File: src/sv/modular_exponentiation_unit_core_macros.svh
// ----------------------------------------------------------------------------
// Assertion macros for the modular exponentiation core
// ----------------------------------------------------------------------------
`ifndef MODULAR_EXPONENTIATION_UNIT_CORE_MACROS_SVH
`define MODULAR_EXPONENTIATION_UNIT_CORE_MACROS_SVH

// consequent checked in the same cycle as the antecedent
`define MEU_ASSERT_SAME(lbl, clk, rstn, ante, cons, msg) \
    lbl: assert property (@(posedge clk) disable iff (!(rstn)) (ante) |-> (cons)) \
        else $error(msg);

// consequent checked in the cycle after the antecedent
`define MEU_ASSERT_NEXT(lbl, clk, rstn, ante, cons, msg) \
    lbl: assert property (@(posedge clk) disable iff (!(rstn)) (ante) |=> (cons)) \
        else $error(msg);

`endif

File: src/sv/meu_pkg.sv
// ----------------------------------------------------------------------------
// meu_pkg
// Shared widths, register indexes and controller/datapath interface types.
// ----------------------------------------------------------------------------
package meu_pkg;

    localparam int MSG_BITS       = 8;
    localparam int EXP_BITS       = 32;
    localparam int CIPHER_BITS    = 64;
    localparam int CFG_DATA_BITS  = 64;
    localparam int CFG_INDEX_BITS = 1;
    localparam int EXP_IDX_BITS   = $clog2(EXP_BITS);
    localparam int MSG_CNT_BITS   = $clog2(MSG_BITS);

    localparam logic [CFG_INDEX_BITS-1:0] REG_EXPONENT = 1'b0;
    localparam logic [CFG_INDEX_BITS-1:0] REG_MODULUS  = 1'b1;

    // commands from the controller
    typedef struct packed {
        logic load;       // capture request byte, init accumulators
        logic red_step;   // one shift-subtract step of byte mod modulus
        logic mul_start;  // launch one modular multiplication
        logic mul_sqr;    // 1: acc*acc, 0: acc*base
        logic exp_shift;  // advance the exponent scan by one bit
        logic out_load;   // write the result register
    } ctrl_cmd_t;

    // status back to the controller
    typedef struct packed {
        logic m_zero;     // modulus is zero
        logic e_le1;      // exponent is 0 or 1
        logic red_last;   // last reduction step in progress
        logic e_bit;      // current exponent bit
        logic e_last;     // current exponent bit is bit 0
        logic mul_done;   // multiplication finished, acc updated this edge
        logic out_free;   // result register can take a new value
    } dp_status_t;

endpackage

File: src/sv/meu_mulmod.sv
// ----------------------------------------------------------------------------
// meu_mulmod
// Bit-serial modular multiplier: product = op_a * op_b mod modulus,
// one bit of op_b per cycle, MSB first (double, add, reduce by m or 2m).
// ----------------------------------------------------------------------------
`include "modular_exponentiation_unit_core_macros.svh"

module meu_mulmod #(
    parameter int MODULUS_BITS = 64
) (
    input  logic                    aclk,
    input  logic                    aresetn,
    input  logic                    start,
    input  logic [MODULUS_BITS-1:0] op_a,
    input  logic [MODULUS_BITS-1:0] op_b,
    input  logic [MODULUS_BITS-1:0] modulus,
    output logic                    done,
    output logic [MODULUS_BITS-1:0] product
);

    localparam int CNT_BITS = $clog2(MODULUS_BITS);
    localparam logic [CNT_BITS-1:0] CNT_LAST = CNT_BITS'(MODULUS_BITS - 1);

    logic                    busy_reg;
    logic                    done_reg;
    logic [CNT_BITS-1:0]     cnt_reg;
    logic [MODULUS_BITS-1:0] a_reg;
    logic [MODULUS_BITS-1:0] b_reg;
    logic [MODULUS_BITS-1:0] p_reg;
    logic [MODULUS_BITS-1:0] p_next;

    logic [MODULUS_BITS+1:0] sum;
    logic [MODULUS_BITS+1:0] m1;
    logic [MODULUS_BITS+1:0] m2;
    logic [MODULUS_BITS+1:0] red;

    // sum = 2p + bit*a < 3m
    always_comb begin
        m1  = {2'b00, modulus};
        m2  = {1'b0, modulus, 1'b0};
        sum = {1'b0, p_reg, 1'b0}
            + {2'b00, (b_reg[MODULUS_BITS-1] ? a_reg : {MODULUS_BITS{1'b0}})};
        if (sum >= m2) begin
            red = sum - m2;
        end else if (sum >= m1) begin
            red = sum - m1;
        end else begin
            red = sum;
        end
        p_next = red[MODULUS_BITS-1:0];
    end

    always_ff @(posedge aclk) begin
        if (!aresetn) begin
            busy_reg <= 1'b0;
            done_reg <= 1'b0;
            cnt_reg  <= '0;
        end else begin
            done_reg <= 1'b0;
            if (start) begin
                busy_reg <= 1'b1;
                cnt_reg  <= '0;
            end else if (busy_reg) begin
                cnt_reg <= cnt_reg + 1'b1;
                if (cnt_reg == CNT_LAST) begin
                    busy_reg <= 1'b0;
                    done_reg <= 1'b1;
                end
            end
        end
    end

    always_ff @(posedge aclk) begin
        if (start) begin
            a_reg <= op_a;
            b_reg <= op_b;
            p_reg <= '0;
        end else if (busy_reg) begin
            p_reg <= p_next;
            b_reg <= {b_reg[MODULUS_BITS-2:0], 1'b0};
        end
    end

    assign done    = done_reg;
    assign product = p_reg;

    `MEU_ASSERT_SAME(a_done_after_busy, aclk, aresetn, done_reg, $past(busy_reg), "done without a running multiplication")
    `MEU_ASSERT_SAME(a_no_start_busy, aclk, aresetn, start, !busy_reg, "multiplication started while busy")
    `MEU_ASSERT_NEXT(a_done_single, aclk, aresetn, done_reg, !done_reg, "done held longer than one cycle")

endmodule

File: src/sv/meu_ctrl.sv
// ----------------------------------------------------------------------------
// meu_ctrl
// Sequencer: byte reduction, left-to-right square-and-multiply, result write.
// ----------------------------------------------------------------------------
module meu_ctrl (
    input  logic                aclk,
    input  logic                aresetn,
    input  logic                s_axis_tvalid,
    output logic                s_axis_tready,
    input  meu_pkg::dp_status_t status,
    output meu_pkg::ctrl_cmd_t  cmd
);
    import meu_pkg::*;

    localparam logic [2:0] ST_IDLE   = 3'd0;
    localparam logic [2:0] ST_REDUCE = 3'd1;
    localparam logic [2:0] ST_SCAN   = 3'd2;
    localparam logic [2:0] ST_SQR    = 3'd3;
    localparam logic [2:0] ST_CHKMUL = 3'd4;
    localparam logic [2:0] ST_MUL    = 3'd5;
    localparam logic [2:0] ST_FINISH = 3'd6;

    logic [2:0] state_reg;
    logic [2:0] state_next;
    logic       started_reg;
    logic       started_next;

    always_comb begin
        cmd          = '0;
        state_next   = state_reg;
        started_next = started_reg;
        unique case (state_reg)
            ST_IDLE: begin
                if (s_axis_tvalid) begin
                    cmd.load     = 1'b1;
                    started_next = 1'b0;
                    state_next   = status.m_zero ? ST_FINISH : ST_REDUCE;
                end
            end
            ST_REDUCE: begin
                cmd.red_step = 1'b1;
                if (status.red_last) begin
                    state_next = status.e_le1 ? ST_FINISH : ST_SCAN;
                end
            end
            ST_SCAN: begin
                if (started_reg) begin
                    cmd.mul_start = 1'b1;
                    cmd.mul_sqr   = 1'b1;
                    state_next    = ST_SQR;
                end else if (status.e_bit) begin
                    cmd.mul_start = 1'b1;
                    state_next    = ST_MUL;
                end else begin
                    // skip leading zero bits
                    cmd.exp_shift = 1'b1;
                    state_next    = status.e_last ? ST_FINISH : ST_SCAN;
                end
            end
            ST_SQR: begin
                if (status.mul_done) begin
                    state_next = ST_CHKMUL;
                end
            end
            ST_CHKMUL: begin
                if (status.e_bit) begin
                    cmd.mul_start = 1'b1;
                    state_next    = ST_MUL;
                end else begin
                    cmd.exp_shift = 1'b1;
                    state_next    = status.e_last ? ST_FINISH : ST_SCAN;
                end
            end
            ST_MUL: begin
                if (status.mul_done) begin
                    started_next  = 1'b1;
                    cmd.exp_shift = 1'b1;
                    state_next    = status.e_last ? ST_FINISH : ST_SCAN;
                end
            end
            ST_FINISH: begin
                // hold until the result register frees up
                if (status.out_free) begin
                    cmd.out_load = 1'b1;
                    state_next   = ST_IDLE;
                end
            end
            default: begin
                state_next = ST_IDLE;
            end
        endcase
    end

    always_ff @(posedge aclk) begin
        if (!aresetn) begin
            state_reg   <= ST_IDLE;
            started_reg <= 1'b0;
        end else begin
            state_reg   <= state_next;
            started_reg <= started_next;
        end
    end

    assign s_axis_tready = (state_reg == ST_IDLE);

endmodule

File: src/sv/meu_datapath.sv
// ----------------------------------------------------------------------------
// meu_datapath
// Configuration registers, byte reduction, exponent scan, accumulator,
// modular multiplier and result register.
// ----------------------------------------------------------------------------
module meu_datapath #(
    parameter int MODULUS_BITS = 64
) (
    input  logic                               aclk,
    input  logic                               aresetn,
    input  logic                               cfg_wr_en,
    input  logic [meu_pkg::CFG_INDEX_BITS-1:0] cfg_index,
    input  logic [meu_pkg::CFG_DATA_BITS-1:0]  cfg_wr_data,
    input  logic [meu_pkg::MSG_BITS-1:0]       s_axis_tdata,
    output logic                               m_axis_tvalid,
    input  logic                               m_axis_tready,
    output logic [meu_pkg::CIPHER_BITS-1:0]    m_axis_tdata,
    output logic                               m_axis_tuser,
    input  meu_pkg::ctrl_cmd_t                 cmd,
    output meu_pkg::dp_status_t                status
);
    import meu_pkg::*;

    localparam logic [MSG_CNT_BITS-1:0] MSG_CNT_LAST = MSG_CNT_BITS'(MSG_BITS - 1);
    localparam logic [EXP_IDX_BITS-1:0] EXP_IDX_LAST = EXP_IDX_BITS'(EXP_BITS - 1);

    logic [EXP_BITS-1:0]     exponent_reg;
    logic [MODULUS_BITS-1:0] modulus_reg;
    logic [MSG_BITS-1:0]     byte_reg;
    logic [MSG_CNT_BITS-1:0] byte_cnt_reg;
    logic [MODULUS_BITS-1:0] base_reg;
    logic [MODULUS_BITS-1:0] base_next;
    logic [MODULUS_BITS-1:0] acc_reg;
    logic [EXP_BITS-1:0]     exp_sh_reg;
    logic [EXP_IDX_BITS-1:0] exp_idx_reg;
    logic [CIPHER_BITS-1:0]  out_data_reg;
    logic                    out_err_reg;
    logic                    out_valid_reg;

    logic [MODULUS_BITS:0]   red_t;
    logic [MODULUS_BITS:0]   red_r;
    logic                    m_zero;
    logic                    e_le1;
    logic                    mm_done;
    logic [MODULUS_BITS-1:0] mm_product;

    assign m_zero = (modulus_reg == '0);
    assign e_le1  = (exponent_reg[EXP_BITS-1:1] == '0);

    // restoring step of byte mod modulus: remainder stays below modulus
    always_comb begin
        red_t = {base_reg, byte_reg[MSG_BITS-1]};
        if (red_t >= {1'b0, modulus_reg}) begin
            red_r = red_t - {1'b0, modulus_reg};
        end else begin
            red_r = red_t;
        end
        base_next = red_r[MODULUS_BITS-1:0];
    end

    always_ff @(posedge aclk) begin
        if (!aresetn) begin
            exponent_reg <= EXP_BITS'(1);
            modulus_reg  <= MODULUS_BITS'(1);
        end else if (cfg_wr_en) begin
            unique case (cfg_index)
                REG_EXPONENT: exponent_reg <= cfg_wr_data[EXP_BITS-1:0];
                REG_MODULUS:  modulus_reg  <= cfg_wr_data[MODULUS_BITS-1:0];
                default: ;
            endcase
        end
    end

    always_ff @(posedge aclk) begin
        if (cmd.load) begin
            byte_reg     <= s_axis_tdata;
            byte_cnt_reg <= '0;
            base_reg     <= '0;
            exp_sh_reg   <= exponent_reg;
            exp_idx_reg  <= '0;
        end else begin
            if (cmd.red_step) begin
                base_reg     <= base_next;
                byte_reg     <= {byte_reg[MSG_BITS-2:0], 1'b0};
                byte_cnt_reg <= byte_cnt_reg + 1'b1;
            end
            if (cmd.exp_shift) begin
                exp_sh_reg  <= {exp_sh_reg[EXP_BITS-2:0], 1'b0};
                exp_idx_reg <= exp_idx_reg + 1'b1;
            end
        end
    end

    // acc starts at 1 mod m
    always_ff @(posedge aclk) begin
        if (cmd.load) begin
            acc_reg <= (modulus_reg == MODULUS_BITS'(1)) ? '0 : MODULUS_BITS'(1);
        end else if (mm_done) begin
            acc_reg <= mm_product;
        end
    end

    meu_mulmod #(
        .MODULUS_BITS(MODULUS_BITS)
    ) u_mulmod (
        .aclk    (aclk),
        .aresetn (aresetn),
        .start   (cmd.mul_start),
        .op_a    (acc_reg),
        .op_b    (cmd.mul_sqr ? acc_reg : base_reg),
        .modulus (modulus_reg),
        .done    (mm_done),
        .product (mm_product)
    );

    always_ff @(posedge aclk) begin
        if (!aresetn) begin
            out_valid_reg <= 1'b0;
        end else if (cmd.out_load) begin
            out_valid_reg <= 1'b1;
        end else if (m_axis_tready) begin
            out_valid_reg <= 1'b0;
        end
    end

    always_ff @(posedge aclk) begin
        if (cmd.out_load) begin
            if (m_zero) begin
                out_data_reg <= '0;
            end else if (e_le1) begin
                out_data_reg <= CIPHER_BITS'(base_reg);
            end else begin
                out_data_reg <= CIPHER_BITS'(acc_reg);
            end
            out_err_reg <= m_zero;
        end
    end

    always_comb begin
        status.m_zero   = m_zero;
        status.e_le1    = e_le1;
        status.red_last = (byte_cnt_reg == MSG_CNT_LAST);
        status.e_bit    = exp_sh_reg[EXP_BITS-1];
        status.e_last   = (exp_idx_reg == EXP_IDX_LAST);
        status.mul_done = mm_done;
        status.out_free = !out_valid_reg || m_axis_tready;
    end

    assign m_axis_tvalid = out_valid_reg;
    assign m_axis_tdata  = out_data_reg;
    assign m_axis_tuser  = out_err_reg;

endmodule

File: src/sv/modular_exponentiation_unit_core.sv
// ----------------------------------------------------------------------------
// modular_exponentiation_unit_core
// cipher = message_byte ^ exponent mod modulus (exponent > 0), a request per byte.
//
//  Channel  Direction  Payload
//  s_axis   in         tdata[7:0]  message_byte
//  m_axis   out        tdata[63:0] cipher_value, tuser[0] modulus_error
//  cfg      in         index 0 exponent[31:0], index 1 modulus[63:0]
//
// One request at a time. A byte is first reduced mod the modulus; the exponent
// is then scanned from the top, skipping leading zero bits: the top set bit loads
// the base, each later bit a squaring and, if set, a multiply (bit-serial, one
// multiplier bit per cycle). Exponent 0 or 1 skips the scan and gives the byte
// mod modulus; a zero modulus skips both steps and gives 0 with modulus_error.
// Reset: exponent and modulus return to 1, no request in flight.
// A stalled result waits in the output register; the next request is taken
// meanwhile and its result waits for that register to free up.
// ----------------------------------------------------------------------------
module modular_exponentiation_unit_core #(
    parameter int MODULUS_BITS = 64
) (
    input  logic                               aclk,
    input  logic                               aresetn,
    input  logic                               cfg_wr_en,
    input  logic [meu_pkg::CFG_INDEX_BITS-1:0] cfg_index,
    input  logic [meu_pkg::CFG_DATA_BITS-1:0]  cfg_wr_data,
    input  logic                               s_axis_tvalid,
    output logic                               s_axis_tready,
    input  logic [meu_pkg::MSG_BITS-1:0]       s_axis_tdata,  // [7:0] message_byte
    output logic                               m_axis_tvalid,
    input  logic                               m_axis_tready,
    output logic [meu_pkg::CIPHER_BITS-1:0]    m_axis_tdata,  // [63:0] cipher_value
    output logic                               m_axis_tuser   // [0] modulus_error
);
    import meu_pkg::*;

    ctrl_cmd_t  cmd;
    dp_status_t status;

    meu_ctrl u_ctrl (
        .aclk          (aclk),
        .aresetn       (aresetn),
        .s_axis_tvalid (s_axis_tvalid),
        .s_axis_tready (s_axis_tready),
        .status        (status),
        .cmd           (cmd)
    );

    meu_datapath #(
        .MODULUS_BITS(MODULUS_BITS)
    ) u_datapath (
        .aclk          (aclk),
        .aresetn       (aresetn),
        .cfg_wr_en     (cfg_wr_en),
        .cfg_index     (cfg_index),
        .cfg_wr_data   (cfg_wr_data),
        .s_axis_tdata  (s_axis_tdata),
        .m_axis_tvalid (m_axis_tvalid),
        .m_axis_tready (m_axis_tready),
        .m_axis_tdata  (m_axis_tdata),
        .m_axis_tuser  (m_axis_tuser),
        .cmd           (cmd),
        .status        (status)
    );

endmodule
File: config.mk
export PLATFORM = sky130hd
export DESIGN_NAME = modular_exponentiation_unit_core
export DESIGN_NICKNAME = d
export VERILOG_FILES = /design/src/sv/meu_pkg.sv /design/src/sv/meu_mulmod.sv /design/src/sv/meu_ctrl.sv /design/src/sv/meu_datapath.sv /design/src/sv/modular_exponentiation_unit_core.sv
export VERILOG_INCLUDE_DIRS = /design/src /design/src/sv
export SDC_FILE = /design/constraint.sdc
export NUM_CORES = 2
export LEC_CHECK = 0
export BUFFER_PORTS_ARGS = -buffer_cell sky130_fd_sc_hd__buf_2
export CORE_UTILIZATION = 30
export DETAILED_ROUTE_END_ITERATION = 12
export HOLD_SLACK_MARGIN = 0.12
export SLEW_MARGIN = 20
export SYNTH_ARGS = -nofsm -noshare
export SYNTH_HDL_FRONTEND = slang
export SYNTH_SLANG_ARGS = --single-unit
File: constraint.sdc
create_clock -name aclk -period 15 [get_ports aclk]
set_clock_uncertainty 0.05 [all_clocks]
set_input_delay 0 -clock aclk [delete_from_list [all_inputs] [get_ports aclk]]
set_output_delay 0 -clock aclk [all_outputs]
set_load 0.005 [all_outputs]
Yosys cells after proc, flatten, opt, wreduce, memory -nomap -nowiden
Index checks and enable logic that the tools add are counted.
{"block": "word_totals", "out_inout_bits": 67, "ff_bits": 542, "mem_bits_ro": 0, "latchBits": 0, "memories": 0, "inputBits": 78, "ramBits": 0}
{"block": "op_classes", "div": 0, "addsub": 7, "magnitude_cmp": 3, "shift": 0, "multipliers": 0, "mux": 49, "n_reduce_logical": 17, "eq_ne": 15, "bitwise_logic": 3}
{"cell": "64-bit two-way mux", "n": 10}
{"cell": "64-bit subtractor", "n": 3}
{"cell": "65-bit by 64-bit adder with 66-bit output", "n": 1}
{"cell": "66-bit by 64-bit >= comparator with 1-bit output", "n": 1}
{"cell": "66-bit by 65-bit >= comparator with 1-bit output", "n": 1}
{"cell": "65-bit by 64-bit >= comparator with 1-bit output", "n": 1}
{"cell": "64-bit by 1-bit equality test with 1-bit output, second input constant", "n": 1}
{"cell": "64-bit logical NOT", "n": 1}
{"cell": "32-bit two-way mux", "n": 2}
{"cell": "31-bit logical NOT", "n": 1}
{"cell": "3-bit two-way mux", "n": 10}
{"cell": "1-bit two-way mux", "n": 21}
{"cell": "3-bit case mux with 7 select lines", "n": 1}
{"cell": "8-bit two-way mux", "n": 2}
{"cell": "3-bit equality test, second input constant", "n": 4}
{"cell": "2-bit nonzero test", "n": 6}
{"cell": "6-bit by 1-bit adder with 6-bit output, second input constant", "n": 1}
{"cell": "3-bit by 2-bit equality test with 1-bit output, second input constant", "n": 2}
{"cell": "6-bit equality test, second input constant", "n": 1}
{"cell": "2-bit inequality test, second input constant", "n": 3}
{"cell": "5-bit by 1-bit adder with 5-bit output, second input constant", "n": 1}
{"cell": "5-bit equality test, second input constant", "n": 1}
{"cell": "5-bit AND reduction", "n": 1}
{"cell": "2-bit by 1-bit inequality test with 1-bit output, second input constant", "n": 2}
{"cell": "12 further kinds", "n": 16}

Logic depth before layout (Yosys ltp)
{"block": "depth", "ltp_word": 5, "ltp_mapped": 30, "ltp_nobuf": 27}

By module
From an unflattened synthesis, not the netlist that was laid out.
{"block": "hier_totals", "cells_unflattened": 4575, "area_unflattened_um2": 39872.0}
{"module": "meu_mulmod", "area_per_inst_um2": 20255.7, "cells_per_inst": 2453, "instances": 1}
{"module": "meu_datapath", "area_per_inst_um2": 19164.6, "cells_per_inst": 2057, "instances": 1}
{"module": "meu_ctrl", "area_per_inst_um2": 451.7, "cells_per_inst": 65, "instances": 1}

Worst setup path after synthesis
Ideal clock, no wire load.
{"block": "synth_path", "path_kind": "reg-to-reg", "from": "register u_ctrl.state_reg[1]", "to": "register u_datapath.out_data_reg[0], in the netlist u_datapath.m_axis_tdata[0] (enable)", "setup_slack_ns": 7.354, "required_ns": 14.301, "n_path_buf": 1, "t_arrival_ns": 6.948, "path_stages_with_launch": 4, "period_less_slack_ns": 7.646, "path_cell_list": "dfxtp_1 -> clkbuf_1 -> inv_1 -> nor4_1"}
{"element": "start, declared", "line_no": "meu_ctrl.sv:23", "text": "logic [2:0] state_reg;"}
{"element": "start signal, assigned", "line_no": "meu_ctrl.sv:99", "text": "state_reg <= state_next;"}
{"element": "end signal, assigned", "line_no": "meu_datapath.sv:131", "text": "out_data_reg <= CIPHER_BITS'(base_reg);"}
{"element": "end signal, assigned", "line_no": "meu_datapath.sv:133", "text": "out_data_reg <= CIPHER_BITS'(acc_reg);"}
{"element": "end, declared", "line_no": "meu_datapath.sv:36", "text": "logic [CIPHER_BITS-1:0] out_data_reg;"}

Final worst setup path
{"block": "layout_path", "from": "register u_datapath.u_mulmod.b_reg[63]", "to": "register u_datapath.u_mulmod.p_reg[56], in the netlist u_datapath.u_mulmod.product[56]"}
{"block": "layout_via", "elab_chain_cells": 5, "word_cells_on_any_way": 8, "classes_between": "3 x add/sub; 2 x order compare; 3 x mux"}
{"element": "start, declared", "line_no": "meu_mulmod.sv:28", "text": "logic [MODULUS_BITS-1:0] b_reg;"}
{"element": "start signal, assigned", "line_no": "meu_mulmod.sv:76", "text": "b_reg <= op_b;"}
{"element": "start signal, assigned", "line_no": "meu_mulmod.sv:80", "text": "b_reg <= {b_reg[MODULUS_BITS-2:0], 1'b0};"}
{"element": "64-bit two-way mux *", "line_no": "meu_mulmod.sv:42", "text": "+ {2'b00, (b_reg[MODULUS_BITS-1] ? a_reg : {MODULUS_BITS{1'b0}})};"}
{"element": "65-bit by 64-bit adder with 66-bit output *", "line_no": "meu_mulmod.sv:42"}
{"element": "64-bit subtractor / 66-bit by 64-bit >= comparator with 1-bit output (equally long branches)", "line_no": "meu_mulmod.sv:46, meu_mulmod.sv:45"}
{"element": "64-bit two-way mux", "line_no": "meu_mulmod.sv:45", "text": "end else if (sum >= m1) begin"}
{"element": "64-bit two-way mux *", "line_no": "meu_mulmod.sv:43", "text": "if (sum >= m2) begin"}
{"element": "end signal, assigned", "line_no": "meu_mulmod.sv:79", "text": "p_reg <= p_next;"}
{"element": "end, declared", "line_no": "meu_mulmod.sv:29", "text": "logic [MODULUS_BITS-1:0] p_reg;"}
Every way passes the cells marked *; elsewhere a longest branch is shown, timed or not.
A chain may end at the register's enable or synchronous reset.

==> results.py <==
metrics = {
    "run_status": {
        "status": "completed",
    },
    "grt": {
        "grt_max_degree": 101,
        "antenna_found_initial": 0,
        "grt_pass1_vias": 33300,
        "grt_overflow": 0,
        "track_usage": 0.213,
        "grt_pass1_wl_um": 208000,
    },
    "finish": {
        "postLayoutCoreUtil": 0.351,
        "nets": 4948,
        "areaGrowthSynthToFinish_pct": 15.6,
        "final_cell_area_um2": 43600,
        "fin_cells": 6297,
        "layout-drive-gt1-share": 0.0734,
        "fillers": 12700,
    },
    "detailed_routing": {
        "first_pass_iters": 7,
        "vias": 34600,
        "viasPerCell": 5.50,
        "drc": 0,
        "drtIter0Drc": 2752,
        "routed_wl_um": 139000,
        "ant_nets": 0,
        "routedWlPerCell_um": 22.1,
    },
    "sta": {
        "finalHoldViolations": 0,
        "tns_ns": 0,
        "fmax_mhz": 117,
        "report.final.slew_viol_count": 0,
        "min_period_over_period": 0.571,
        "grt_setup_unrepaired": "no",
        "max-slew-margin-rel": 0.206,
        "worstMarginPinSlew_ns": 1.18,
        "finalCriticalPeriod_ns": 8.56,
        "setup_viol": 0,
    },
    "setup_path": {
        "critPathKind": "flip-flop to flip-flop",
        "cp_max_fo": 64,
        "path_common_cell": "buf_4",
        "cp-end-kind": "flip-flop",
        "start_kind": "flip-flop",
        "arrival_ns": 9.03,
        "crit_slowest_cell": "nor4b_1",
        "slowest_delay_ns": 0.56,
        "crit_required_ns": 15.47,
    },
    "synth": {
        "synth-seq-cells": 542,
        "ys_seq_area_frac": 0.367,
        "avgSynthCellArea_um2": 8.50,
        "yosys_warnings": 0,
        "ys.flop_type": "edfxtp_1",
        "synth_area_um2": 37700,
        "yosys.cell_count.top_type": "nand2_1",
        "synth_edf_count": 297,
        "yosys.area.top_type": "edfxtp_1",
        "async_flop_share": 0,
        "synth_common_cells": "nand2_1 (634), a21oi_1 (488), nor2_1 (305)",
        "yosysTopAreaCellShare": 0.237,
        "syn_inst": 4435,
        "synth_fp_nets": 4777,
        "ys_top_cells_by_area": "edfxtp_1 (24%), dfxtp_1 (13%), ha_1 (8.6%)",
        "synth_cell_types": 96,
    },
    "clocking": {
        "clock_path_buffers": 3,
        "path_clk_slew_ns": 0.06,
        "clockRootBuffer": "clkbuf_16",
        "post_cts_buffers": 0,
        "cts_tree": "yes",
        "hold_buffers": 165,
        "cts_made_buffers": 66,
        "cts_sinks": 542,
        "cts-resized-gates": 0,
        "clk_latency_ns": 0.64,
        "h-tree-depth": 3,
    },
    "hold_path": {
        "min_path_type": "primary input to flip-flop",
    },
    "placement": {
        "dpl.hpwl_um": 103000,
        "placed_area_um2": 39700,
        "finalWeightedCongestion": 0.981,
        "dp_cells": 6010,
        "portBuffers": 144,
    },
    "floorplan": {
        "die_area_um2": 127000,
        "initial_core_util": 0.304,
        "io_pins": 145,
        "die_w_um": 356,
        "rows": 129,
        "fp.coreArea_um2": 124000,
        "die_h_um": 356,
    },
    "flow_run": {
        "drv_cap": 0,
    },
}
==> worst paths after layout <==
| check | slack, ns | depth (start not counted) | end | startpoint |
|---|---|---|---|---|
| setup reg to reg | 6.44 | 26 | u_datapath.u_mulmod.product[56] | u_datapath.u_mulmod.b_reg[63] |
| hold / removal | 0.14 | 4 | u_datapath.modulus_reg[8] | cfg_wr_data[8] |
| hold reg to reg | 0.42 | 2 | u_datapath.byte_cnt_reg[1] | u_datapath.byte_cnt_reg[1] |
| setup / recovery | 6.44 | 26 | u_datapath.u_mulmod.product[56] | u_datapath.u_mulmod.b_reg[63] |
==> critical path: cells and delay by family, from the launching register on <==
family          cells  cell delay (ns)
simple gates       10             3.24
flops               1             0.36
compound gates     10             2.53
fa+ha+maj           2             0.81
buf+inv             3             0.99
xor+xnor            1             0.40
==> through the flow <==
stage	hold slack, ns	setup WS [ns]
floorplan	0.0218	7.35
global placement	0.194	6.35
detailed placement	0.198	6.30
CTS	0.120	6.31
global route	0.153	6.02
finish	0.142	6.44
==> layout by cell type (no fill, tap or decap), types with 144 or more instances in the layout <==
cell type and n:
a21oi_1 488, and2_1 145, buf_2 144, dfxtp_1 244
dlygate4sd3_1 165, edfxtp_1 297, ha_1 260, inv_1 146
mux2i_1 152, nand2_1 629, nor2_1 301, o21ai_0 304
==> layout make-up <==
type	instances	area [µm²]	area share
antenna	1	2.50	0.0000574
clock buffer	93	1860	0.0428
clock inverter	28	372	0.00853
inverter	149	561	0.0129
multi-input combinational	3503	22300	0.511
sequential	542	13800	0.317
tap	1637	2050	0.0470
timing repair buffer	344	2640	0.0605
==> cells by family (layout without fill, tap and decap cells) <==
kind of cell	after synthesis	after routing	synth area share
simple gates	1494	1494	0.183
compound gates	1347	1347	0.219
flops	542	542	0.367
buf+inv	390	614	0.0451
fa+ha+maj	264	264	0.0884
xor+xnor	245	245	0.0573
mux	153	153	0.0407
other cells	0	1	0
==> layer usage <==
metal / up-vias / track usage / wire (µm)
li1: 16400 / - / -
met1: 16800 / 0.296 / 64400
met2: 1232 / 0.333 / 61200
met3: 222 / 0.0315 / 9010
met4: 0 / 0.0777 / 4730
met5: - / 0 / 0
Power is not shown: default switching activity piles up to over one toggle a cycle in this logic, so the estimate is an artifact.
